<file path="src/hw/rtl/mfbdr_pkg.sv">
// Shared types, codes and constants of the monochrome frame buffer with
// dirty-rectangle flush. No dependencies; every other file in hw/rtl uses it.
`default_nettype none

package mfbdr_pkg;

	// Default geometry of the frame buffer
	localparam int ROWS_DEF = 64;
	localparam int COLS_DEF = 128;

	// Depth of the command queue between front and back
	localparam int QDEPTH = 2;

	// Input command codes
	localparam logic [1:0] CMD_PIXEL = 2'd0;
	localparam logic [1:0] CMD_CLEAR = 2'd1;
	localparam logic [1:0] CMD_FLUSH = 2'd2;

	// Pixel operation codes
	localparam logic [1:0] MODE_CLEAR  = 2'd0;
	localparam logic [1:0] MODE_SET    = 2'd1;
	localparam logic [1:0] MODE_INVERT = 2'd2;

	// Serial frame sync bytes and controller commands
	localparam logic [7:0] SYNC_CMD        = 8'hF8;
	localparam logic [7:0] SYNC_DATA       = 8'hFA;
	localparam logic [7:0] CMD_EXT_GRAPHIC = 8'h26;
	localparam logic [7:0] CMD_GDRAM_ADDR  = 8'h80;

	// Operations that travel through the queue
	typedef enum logic [1:0] {
		OP_PIX,
		OP_CLR,
		OP_FLUSH
	} op_t;

	typedef struct packed {
		op_t        op;
		logic [7:0] x;
		logic [7:0] y;
		logic [1:0] mode;
	} q_entry_t;

	// Build one three-byte serial frame: sync, high nibble, low nibble shifted up
	function automatic logic [23:0] make_frame(input logic [7:0] sync, input logic [7:0] v);
		make_frame = {sync, v[7:4], 4'h0, v[3:0], 4'h0};
	endfunction

endpackage

`default_nettype wire

</file>
<file path="src/hw/rtl/mfbdr_queue.sv">
// Short FIFO of classified operations between the front and the back end.
// Depends on mfbdr_pkg.
`default_nettype none

module mfbdr_queue (
	input  wire logic                 clk,
	input  wire logic                 arst_n,
	input  wire logic                 push,
	input  wire mfbdr_pkg::q_entry_t  push_entry,
	input  wire logic                 pop,
	output logic                      full,
	output logic                      head_valid,
	output mfbdr_pkg::q_entry_t       head
);

	localparam int PW = (mfbdr_pkg::QDEPTH > 1) ? $clog2(mfbdr_pkg::QDEPTH) : 1;
	localparam int CNTW = $clog2(mfbdr_pkg::QDEPTH + 1);

	mfbdr_pkg::q_entry_t entries_q [mfbdr_pkg::QDEPTH];
	logic [PW-1:0]       wr_ptr_q;
	logic [PW-1:0]       rd_ptr_q;
	logic [CNTW-1:0]     count_q;
	logic                do_push;
	logic                do_pop;

	assign full       = (count_q == CNTW'(mfbdr_pkg::QDEPTH));
	assign head_valid = (count_q != '0);
	assign head       = entries_q[rd_ptr_q];
	assign do_push    = push && !full;
	assign do_pop     = pop && head_valid;

	// Store the pushed entry
	always_ff @(posedge clk) begin
		if (do_push) begin
			entries_q[wr_ptr_q] <= push_entry;
		end
	end

	// Advance pointers and occupancy
	always_ff @(posedge clk or negedge arst_n) begin
		if (!arst_n) begin
			wr_ptr_q <= '0;
			rd_ptr_q <= '0;
			count_q  <= '0;
		end else begin
			if (do_push) begin
				wr_ptr_q <= (wr_ptr_q == PW'(mfbdr_pkg::QDEPTH - 1)) ? '0 : wr_ptr_q + PW'(1);
			end
			if (do_pop) begin
				rd_ptr_q <= (rd_ptr_q == PW'(mfbdr_pkg::QDEPTH - 1)) ? '0 : rd_ptr_q + PW'(1);
			end
			if (do_push && !do_pop) begin
				count_q <= count_q + CNTW'(1);
			end else if (do_pop && !do_push) begin
				count_q <= count_q - CNTW'(1);
			end
		end
	end

endmodule

`default_nettype wire

</file>
<file path="config.mk">
export PLATFORM = sky130hd
export DESIGN_NAME = mfbdr_queue
export DESIGN_NICKNAME = d
export VERILOG_FILES = /design/src/hw/rtl/mfbdr_pkg.sv /design/src/hw/rtl/mfbdr_queue.sv
export SDC_FILE = /design/constraint.sdc
export NUM_CORES = 1
export LEC_CHECK = 0
export BUFFER_PORTS_ARGS = -buffer_cell sky130_fd_sc_hd__clkbuf_2
export CAP_MARGIN = 0
export CORE_ASPECT_RATIO = 0.75
export CORE_UTILIZATION = 35
export CTS_BUF_LIST = sky130_fd_sc_hd__clkbuf_8
export DETAILED_ROUTE_END_ITERATION = 12
export HOLD_SLACK_MARGIN = 0.08
export PLACE_DENSITY = 0.66
export SETUP_SLACK_MARGIN = 0.15
export SYNTH_ARGS = -nofsm -noshare
export SYNTH_HDL_FRONTEND = slang
export SYNTH_SLANG_ARGS = --single-unit
</file>
<file path="constraint.sdc">
create_clock -name clk -period 1.98 [get_ports clk]
set_input_delay 0.198 -clock clk [delete_from_list [all_inputs] [get_ports clk]]
set_output_delay 0.198 -clock clk [all_outputs]
set_load 0.05 [all_outputs]
</file>
==> reports/qor.yml, run 1 <==
global_routing:
  antenna_found_initial: 0
  grt-ovfl-total: 0
  grt_first_pass_wirelength_microns: 4000
  track_usage: 0.104
  grt_max_degree: 21
  grt_pass1_vias: 916
timing:
  rsz0062_at_grt: "false"
  tns_ns: 0
  skew_ns: 0.00317
  fmax_ghz: 0.600
  period_needed_ns: 1.67
  maxSlewHeadroom: 0.813
  worst_pin_slew_ns: 0.281
  drv_slew: 0
  finalWorstSetupSlack_ns: 0.313
  hold_viol_final: 0
  fin_crit_sh: 0.842
  setup_violations: 0
yosys:
  yosysSeqAreaShare: 0.753
  synth_seq_cells: 44
  synth_warnings: 0
  synth_nets: 106
  netlist_area_sq_mm: 0.00173
  avgSynthCellArea_sq_um: 21.3
  synth_cells: 81
  synthDistinctLibCells: 15
drt:
  drt_iter0_markers: 16
  highest_layer: "met4"
  met2_wirelength_microns: 1320
  met1_length_microns: 1040
  vias_per_cell: 4.50
  wire_per_inst_microns: 13.4
  antenna_left: 0
  drtPass1Iterations: 3
  wl_met3_microns: 196
  drt-total-wl_microns: 2590
  route.detailed.drc: 0
  dr_total_vias: 869
floorplan:
  fp.coreArea_sq_mm: 0.00460
  die_w_microns: 83.1
  rows: 21
  initial_core_util: 0.376
  ios: 46
  fp.dieArea_sq_mm: 0.00522
  die-height_microns: 62.9
clock_tree:
  root_buffer: "clkbuf_8"
  cts_tree: "yes"
  htree_levels: 2
  cts_setup_buffers: 0
  cts_num_sinks: 44
  cts_max_path_buffers: 2
  clk_pin_slew_ns: 0.08
  insertion_delay_ns: 0.29
  cts_made_buffers: 5
min_path:
  hold_path.class: "in -> reg"
run_status:
  status: "complete, no violations"
final_layout:
  fill_cells: 387
  drive_gt1_frac: 0.581
  num_antenna_cells: 0
  nets: 161
  area_growth_pct: 25.8
critical_path:
  cp_slowest_cell: "dfrtp_1"
  start_kind: "flop"
  worst_setup_path_end_kind: "primary output"
  critPathKind: "reg -> out"
  critPathArrivalTime_ns: 1.47
  crit_fanout: 13
  max_stage_delay_ns: 0.35
  crit_chain: "buf_4 -> mux2_4 -> clkbuf_2"
  worstPathRequired_ns: 1.78
placement:
  io_buffer_count: 45
  gp_congestion: 0.667
  dp_slack_ns: 0.501
  place_hpwl_microns: 1830
power:
  leakage_nw: 0.916
  powerDensity_mw_per_mm2: 1780
  vdd_drop_max_mv: 0.849
job:
  drv_cap: 0
per-stage QoR:
step	std cells	cell area (sq um)	utilization	hold WS [ns]	total power, mW
after floorplan	81	1730	-	-0.0976	2.82
after global placement	185	2030	0.442	0.00760	3.11
after detailed placement	185	2030	0.442	0.0106	3.14
after CTS	193	2170	0.473	0.0838	3.93
after global routing	193	2170	0.473	0.0803	4.05
final	193	2170	0.473	0.0945	3.88
layout by cell type, fill, tap and decap left out:
cell,netlist,final
nor2_1,2,1
nand2_4,1,1
and3_1,1,1
clkbuf_8,0,5
dfrtp_1,4,4
xnor2_1,3,3
nor2_2,0,1
dlygate4sd3_1,0,1
edfxtp_1,40,40
mux2_2,1,1
or2_4,1,1
clkbuf_2,0,45
nand2b_1,1,1
buf_4,0,4
mux2_4,19,19
bufinv_16,0,2
nand2_1,1,1
xor2_1,2,2
inv_1,2,2
ha_1,1,1
Yosys cell counts:
master     n  area share
edfxtp_1  40        0.70
mux2_4    19        0.17
dfrtp_1    4       0.058
xnor2_1    3       0.015
buf_6      2       0.013
inv_1      2      0.0043
nor2_1     2      0.0043
xor2_1     2       0.010
and3_1     1      0.0036
ha_1       1      0.0072
mux2_2     1      0.0065
nand2_1    1      0.0022
nand2_4    1      0.0065
nand2b_1   1      0.0036
or2_4      1      0.0051
worst max-delay path: cells and delay by family, from the launching register on:
kind	cells	cell delay, ns
flip-flops	1	0.35
buffers and inverters	2	0.50
multiplexers	1	0.33
logic make-up after synthesis:
kind of cell / synth area share
and+or+nand+nor: 0.0253
xor gates and xnor gates: 0.0253
adders and majority gates: 0.00724
DFF: 0.753
buffers and inverters: 0.0174
muxes: 0.172
flip-flops by register name (all words and copies together), names as in the netlist:
name       cells
count_q        2
wr_ptr_q       1
rd_ptr_q       1
entries_q     40
final timing paths:
| check | startpoint | end | slack (ns) | cells after the start |
|---|---|---|---|---|
| worst min-delay path | push_entry[19] | entries_q[1][19] | 0.09 | 1 |
| worst max-delay path | rd_ptr_q | head[8] | 0.31 | 3 |
| worst min register to register | count_q[1] | count_q[1] | 0.52 | 1 |
| worst max register to register | count_q[0] | count_q[1] | 0.49 | 7 |
| min in group asynchronous | arst_n | count_q[0] | 0.23 | 2 |
| max in group asynchronous | arst_n | count_q[1] | 1.62 | 2 |
power by group:
| group | total, mW | leakage [nW] | switching [mW] | internal, mW |
|---|---|---|---|---|
| sequential | 1.36 | 0.418 | 0.0799 | 1.28 |
| clock | 0.775 | 0.0642 | 0.279 | 0.496 |
| combinational | 1.74 | 0.434 | 1.16 | 0.579 |
| total | 3.88 | 0.916 | 1.52 | 2.35 |
final cells by class:
class | count | area, sq um | share of cell area
Timing Repair Buffer | 50 | 265 | 0.122
Clock buffer | 5 | 68.8 | 0.0317
Tap cell | 57 | 71.3 | 0.0328
Multi-Input combinational cell | 33 | 399 | 0.184
Sequential cell | 44 | 1300 | 0.599
Inverter | 2 | 7.51 | 0.00345
Clock inverter | 2 | 60.1 | 0.0276
routing by layer:
| metal | up-vias | global-route usage |
|---|---|---|
| li1 | 413 | - |
| met1 | 422 | 0.111 |
| met2 | 29 | 0.174 |
| met3 | 5 | 0.0528 |
| met4 | 0 | 0.0453 |
| met5 | - | 0 |
repair_timing:
item	in CTS	in global routing
resized for setup	0	0
endpoints found under the hold margin	4	0
hold buffers	1	0
No activity file was read; power rests on OpenSTA's default activity.
==> run 2: changes to the inputs <==
clock period = 1.4 ns   (was 1.98 ns; I/O delays follow)
==> reports/qor.yml, run 2 (synthesis gave the netlist of run 1 again) <==
timing:
  fmax_ghz: 0.650
  worst_pin_slew_ns: 0.344
  fin_crit_sh: 1.10
  setup_violations: 25
  hold_viol_final: 0
  period_needed_ns: 1.54
  finalWorstSetupSlack_ns: -0.139
  skew_ns: 0.00705
  maxSlewHeadroom: 0.771
  drv_slew: 0
  rsz0062_at_grt: "true"
clock_tree:
  cts_tree: "yes"
  insertion_delay_ns: 0.29
  cts_max_path_buffers: 2
  cts_made_buffers: 5
  root_buffer: "clkbuf_8"
  clk_pin_slew_ns: 0.08
  cts_num_sinks: 44
  htree_levels: 2
global_routing:
  grt_first_pass_wirelength_microns: 5310
  grt_pass1_vias: 1120
  track_usage: 0.138
  antenna_found_initial: 0
  grt_max_degree: 15
  grt-ovfl-total: 0
drt:
  dr_total_vias: 1050
  drt_iter0_markers: 22
  antenna_left: 0
  route.detailed.drc: 0
  drtPass1Iterations: 4
  drt-total-wl_microns: 3450
  wire_per_inst_microns: 14.8
  vias_per_cell: 4.51
critical_path:
  worstPathRequired_ns: 1.26
  rrSetupSlack_ns: -0.06
  reg2reg_to: "entries_q[0][11]"
  ff2ff_path_depth: 7
  crit_fanout: 4
  start_kind: "flop"
  worst_setup_path_end_kind: "primary output"
  critPathArrivalTime_ns: 1.40
  critPathKind: "reg -> out"
  r2r_start: "count_q[0]"
floorplan:
  fp.dieArea_sq_mm: 0.00522
  fp.coreArea_sq_mm: 0.00460
  die_w_microns: 83.1
  initial_core_util: 0.376
  ios: 46
  die-height_microns: 62.9
  rows: 21
final_layout:
  mostFrequentLayoutCell: "edfxtp_1"
  largest_reg_flops: 40
  final_cell_mix: "40 x edfxtp_1, 23 x clkbuf_2, 21 x dlygate4sd3_1"
  drive_gt1_frac: 0.597
  finalNonFillerCells: 233
  area_growth_pct: 70.5
  nets: 200
  top_register: "entries_q"
  num_antenna_cells: 0
  largest_registers: "entries_q x40, count_q x2"
power:
  leakage_nw: 1.23
  finalPower_mw: 7.22
  powerDensity_mw_per_mm2: 2450
  vdd_drop_max_mv: 1.30
placement:
  io_buffer_count: 45
  gp_congestion: 0.630
  place_inst: 187
  place_hpwl_microns: 2000
run_status:
  status: "finished with violations"
  violations: "setup timing"
min_path:
  hold_path.class: "in -> async"
job:
  drv_cap: 0
-- run 2: final cells by class --
| type | instances | area [sq um] |
|---|---|---|
| Timing Repair Buffer | 86 | 932 |
| Fill cell | 322 | 1650 |
| Tap cell | 57 | 71.3 |
| Multi-Input combinational cell | 36 | 470 |
| Clock inverter | 3 | 90.1 |
| Clock buffer | 5 | 68.8 |
| Inverter | 2 | 10.0 |
| Sequential cell | 44 | 1300 |
-- run 2: worst max-delay path by stage --
stage               start               to  cells past startpoint
2_1_floorplan  count_q[1]       count_q[1]                      6
3_5_place_dp   count_q[1]  entries_q[0][3]                      5
6_report         rd_ptr_q         head[12]                      3
3_3_place_gp   count_q[0]       count_q[1]                      7
4_1_cts          rd_ptr_q          head[2]                      3
5_1_grt          rd_ptr_q         head[12]                      3
-- run 2: repair_timing --
| action | CTS | global route |
|---|---|---|
| buffers inserted | 9 | 2 |
| endpoints found under the hold margin | 44 | 0 |
| hold buffers | 21 | 0 |
| setup endpoints to repair | 63 | 63 |
| resized for setup | 59 | 23 |
| cloned | 4 | 2 |
| pin swaps | 3 | 0 |
-- run 2: where the power goes --
group	leakage, nW	internal [mW]	total (mW)	switching [mW]
clock	0.0784	0.892	1.29	0.403
sequential	0.417	1.81	1.97	0.159
combinational	0.731	2.00	3.96	1.95
total	1.23	4.71	7.22	2.51
-- run 2: layer usage --
metal  track usage  wire, microns
met2         0.256           1800
met1         0.146           1440
met4        0.0496             27
met5             0              0
met3        0.0449            178
-- run 2: stage by stage --
step                hold slack [ns]  setup TNS, ns  utilization  instance area, sq um  worst slack, ns
finish                        0.195          -2.44        0.641                  2950           -0.139
global route                  0.191          -4.10        0.641                  2950           -0.183
CTS                           0.140          -3.07        0.624                  2870           -0.166
detailed placement          -0.0413              0        0.459                  2110           0.0415
global placement            -0.0461              0        0.459                  2110           0.0807
floorplan                    -0.156              0            -                  1760           0.0272
-- run 2: critical path: stages, from the launching register on --
cell      delay (ns)
dfrtp_2         0.45
buf_4           0.18
mux2_4          0.30
clkbuf_8        0.18
==> run 3: changes to the inputs <==
clock period = 1.25 ns   (was 1.4 ns; I/O delays follow)
==> reports/qor.yml, run 3 (synthesis gave the netlist of run 1 again) <==
run_status:
  status: "finished with violations"
  violations: "setup timing"
floorplan:
  fp.dieArea_sq_mm: 0.00522
  ios: 46
  fp.coreArea_sq_mm: 0.00460
  die-height_microns: 62.9
  initial_core_util: 0.376
  die_w_microns: 83.1
  rows: 21
global_routing:
  grt_pass1_vias: 1099
  grt-ovfl-total: 0
  grt_first_pass_wirelength_microns: 5300
  grt_max_degree: 14
  antenna_found_initial: 0
  track_usage: 0.137
critical_path:
  critPathKind: "reg -> out"
  crit_path_frequent_cell: "clkbuf_16"
  worstPathRequired_ns: 1.12
  r2r_start: "count_q[1]"
  start_kind: "flop"
  crit_fanout: 6
  worst_setup_path_end_kind: "primary output"
  startpoint: "rd_ptr_q"
  worst-path-buf-inv: 2
  critPathArrivalTime_ns: 1.43
  max_stage_delay_ns: 0.47
  crit_chain: "clkbuf_16 -> mux2_4 -> clkbuf_16"
  crit_family: "flip-flops"
  cp_slowest_cell: "dfrtp_2"
power:
  internal_power_mw: 4.97
  switching_share: 0.367
  pwr-share-clk: 0.114
  powerDensity_mw_per_mm2: 2640
  leakage_nw: 1.24
  p_switching_mw: 2.88
  combPwrFrac: 0.606
  power_frac_seq: 0.280
  vdd_drop_max_mv: 1.58
drt:
  route.detailed.drc: 0
  drt-total-wl_microns: 3310
  wire_per_inst_microns: 14.1
  drtPass1Iterations: 3
  dr_total_vias: 1033
  vias_per_cell: 4.41
  drt_iter0_markers: 46
  antenna_left: 0
timing:
  finalWorstSetupSlack_ns: -0.306
  drv_slew: 0
  hold_viol_final: 0
  maxSlewHeadroom: 0.882
  setup_violations: 63
  period_needed_ns: 1.56
  worst_pin_slew_ns: 0.177
  fmax_ghz: 0.643
  fin_crit_sh: 1.24
  skew_ns: 0.00337
  rsz0062_at_grt: "true"
clock_tree:
  cts_made_buffers: 5
  cts_num_sinks: 44
  cts_max_path_buffers: 2
  htree_levels: 2
  root_buffer: "clkbuf_8"
  cts_tree: "yes"
  insertion_delay_ns: 0.29
  clk_pin_slew_ns: 0.08
final_layout:
  drive_gt1_frac: 0.621
  fin_area_sq_mm: 0.00298
  top_register: "entries_q"
  mostFrequentLayoutCell: "edfxtp_1"
  largest_reg_flops: 40
  final_core_util: 0.648
  largest_registers: "entries_q x40, count_q x2"
  finalNonFillerCells: 234
  final_cell_mix: "40 x edfxtp_1, 23 x clkbuf_2, 21 x dlygate4sd3_1, 21 x buf_8, 20 x mux2_4"
  nets: 201
  num_antenna_cells: 0
  area_growth_pct: 72.5
placement:
  place_area_sq_mm: 0.00219
  place_inst: 194
  io_buffer_count: 45
  gp_congestion: 0.598
min_path:
  hold_path.class: "in -> async"
job:
  drv_cap: 0
## run 3: worst paths after layout
check	to	slack, ns	cells past startpoint
max in group asynchronous	rd_ptr_q	0.92	2
worst min-delay path	wr_ptr_q	0.18	2
worst max-delay path	head[17]	-0.31	3
worst max register to register	count_q[1]	-0.12	6
worst min register to register	wr_ptr_q	0.56	1
min in group clk	wr_ptr_q	0.24	4
## run 3: through the flow
step                      TNS, ns  hold WS, ns  setup WS (ns)  power [mW]
after detailed placement    -3.69      -0.0568         -0.159        5.39
final                       -9.61        0.177         -0.306        7.85
after global routing       -12.17        0.170         -0.337        8.16
after CTS                   -9.53        0.165         -0.332        7.59
after global placement      -1.84      -0.0620        -0.0619        5.32
after floorplan             -1.91       -0.171         -0.123        4.52
## run 3: routing by layer
layer | track usage | wire length, microns | up-vias
li1 | - | - | 495
met1 | 0.159 | 1370 | 494
met2 | 0.236 | 1710 | 38
met3 | 0.0449 | 190 | 6
met4 | 0.0517 | 40 | 0
met5 | 0 | 0 | -
## run 3: cell type report
class / count / area (sq um)
clock inverter: 2 / 11.3
timing repair buffer: 90 / 1030
multi-input combinational: 33 / 465
sequential: 44 / 1300
tap: 57 / 71.3
clock buffer: 6 / 82.6
inverter: 2 / 12.5
fill: 312 / 1620
## run 3: timing repair
action | CTS | global route
gates resized for setup | 62 | 29
setup buffers | 8 | 0
pin swaps | 7 | 4
gates cloned | 3 | 0
endpoints found under the setup margin | 64 | 65
hold endpoints to repair | 44 | 0
hold buffers | 21 | 0
## run 3: power by group through the flow
stage | registers, mW | clock network (mW) | logic, mW
floorplan | 2.17 | 0 | 2.34
global placement | 2.18 | 0 | 3.14
detailed placement | 2.20 | 0 | 3.19
CTS | 2.21 | 0.921 | 4.46
global route | 2.23 | 0.972 | 4.96
finish | 2.20 | 0.894 | 4.76
## run 3: worst reg2reg max path, stage by stage (launching register included)
cell,delay (ns)
dfrtp_1,0.43
or2_4,0.27
nand2_4,0.09
ha_4,0.13
xor2_2,0.16
nor2_2,0.05
xor2_1,0.14
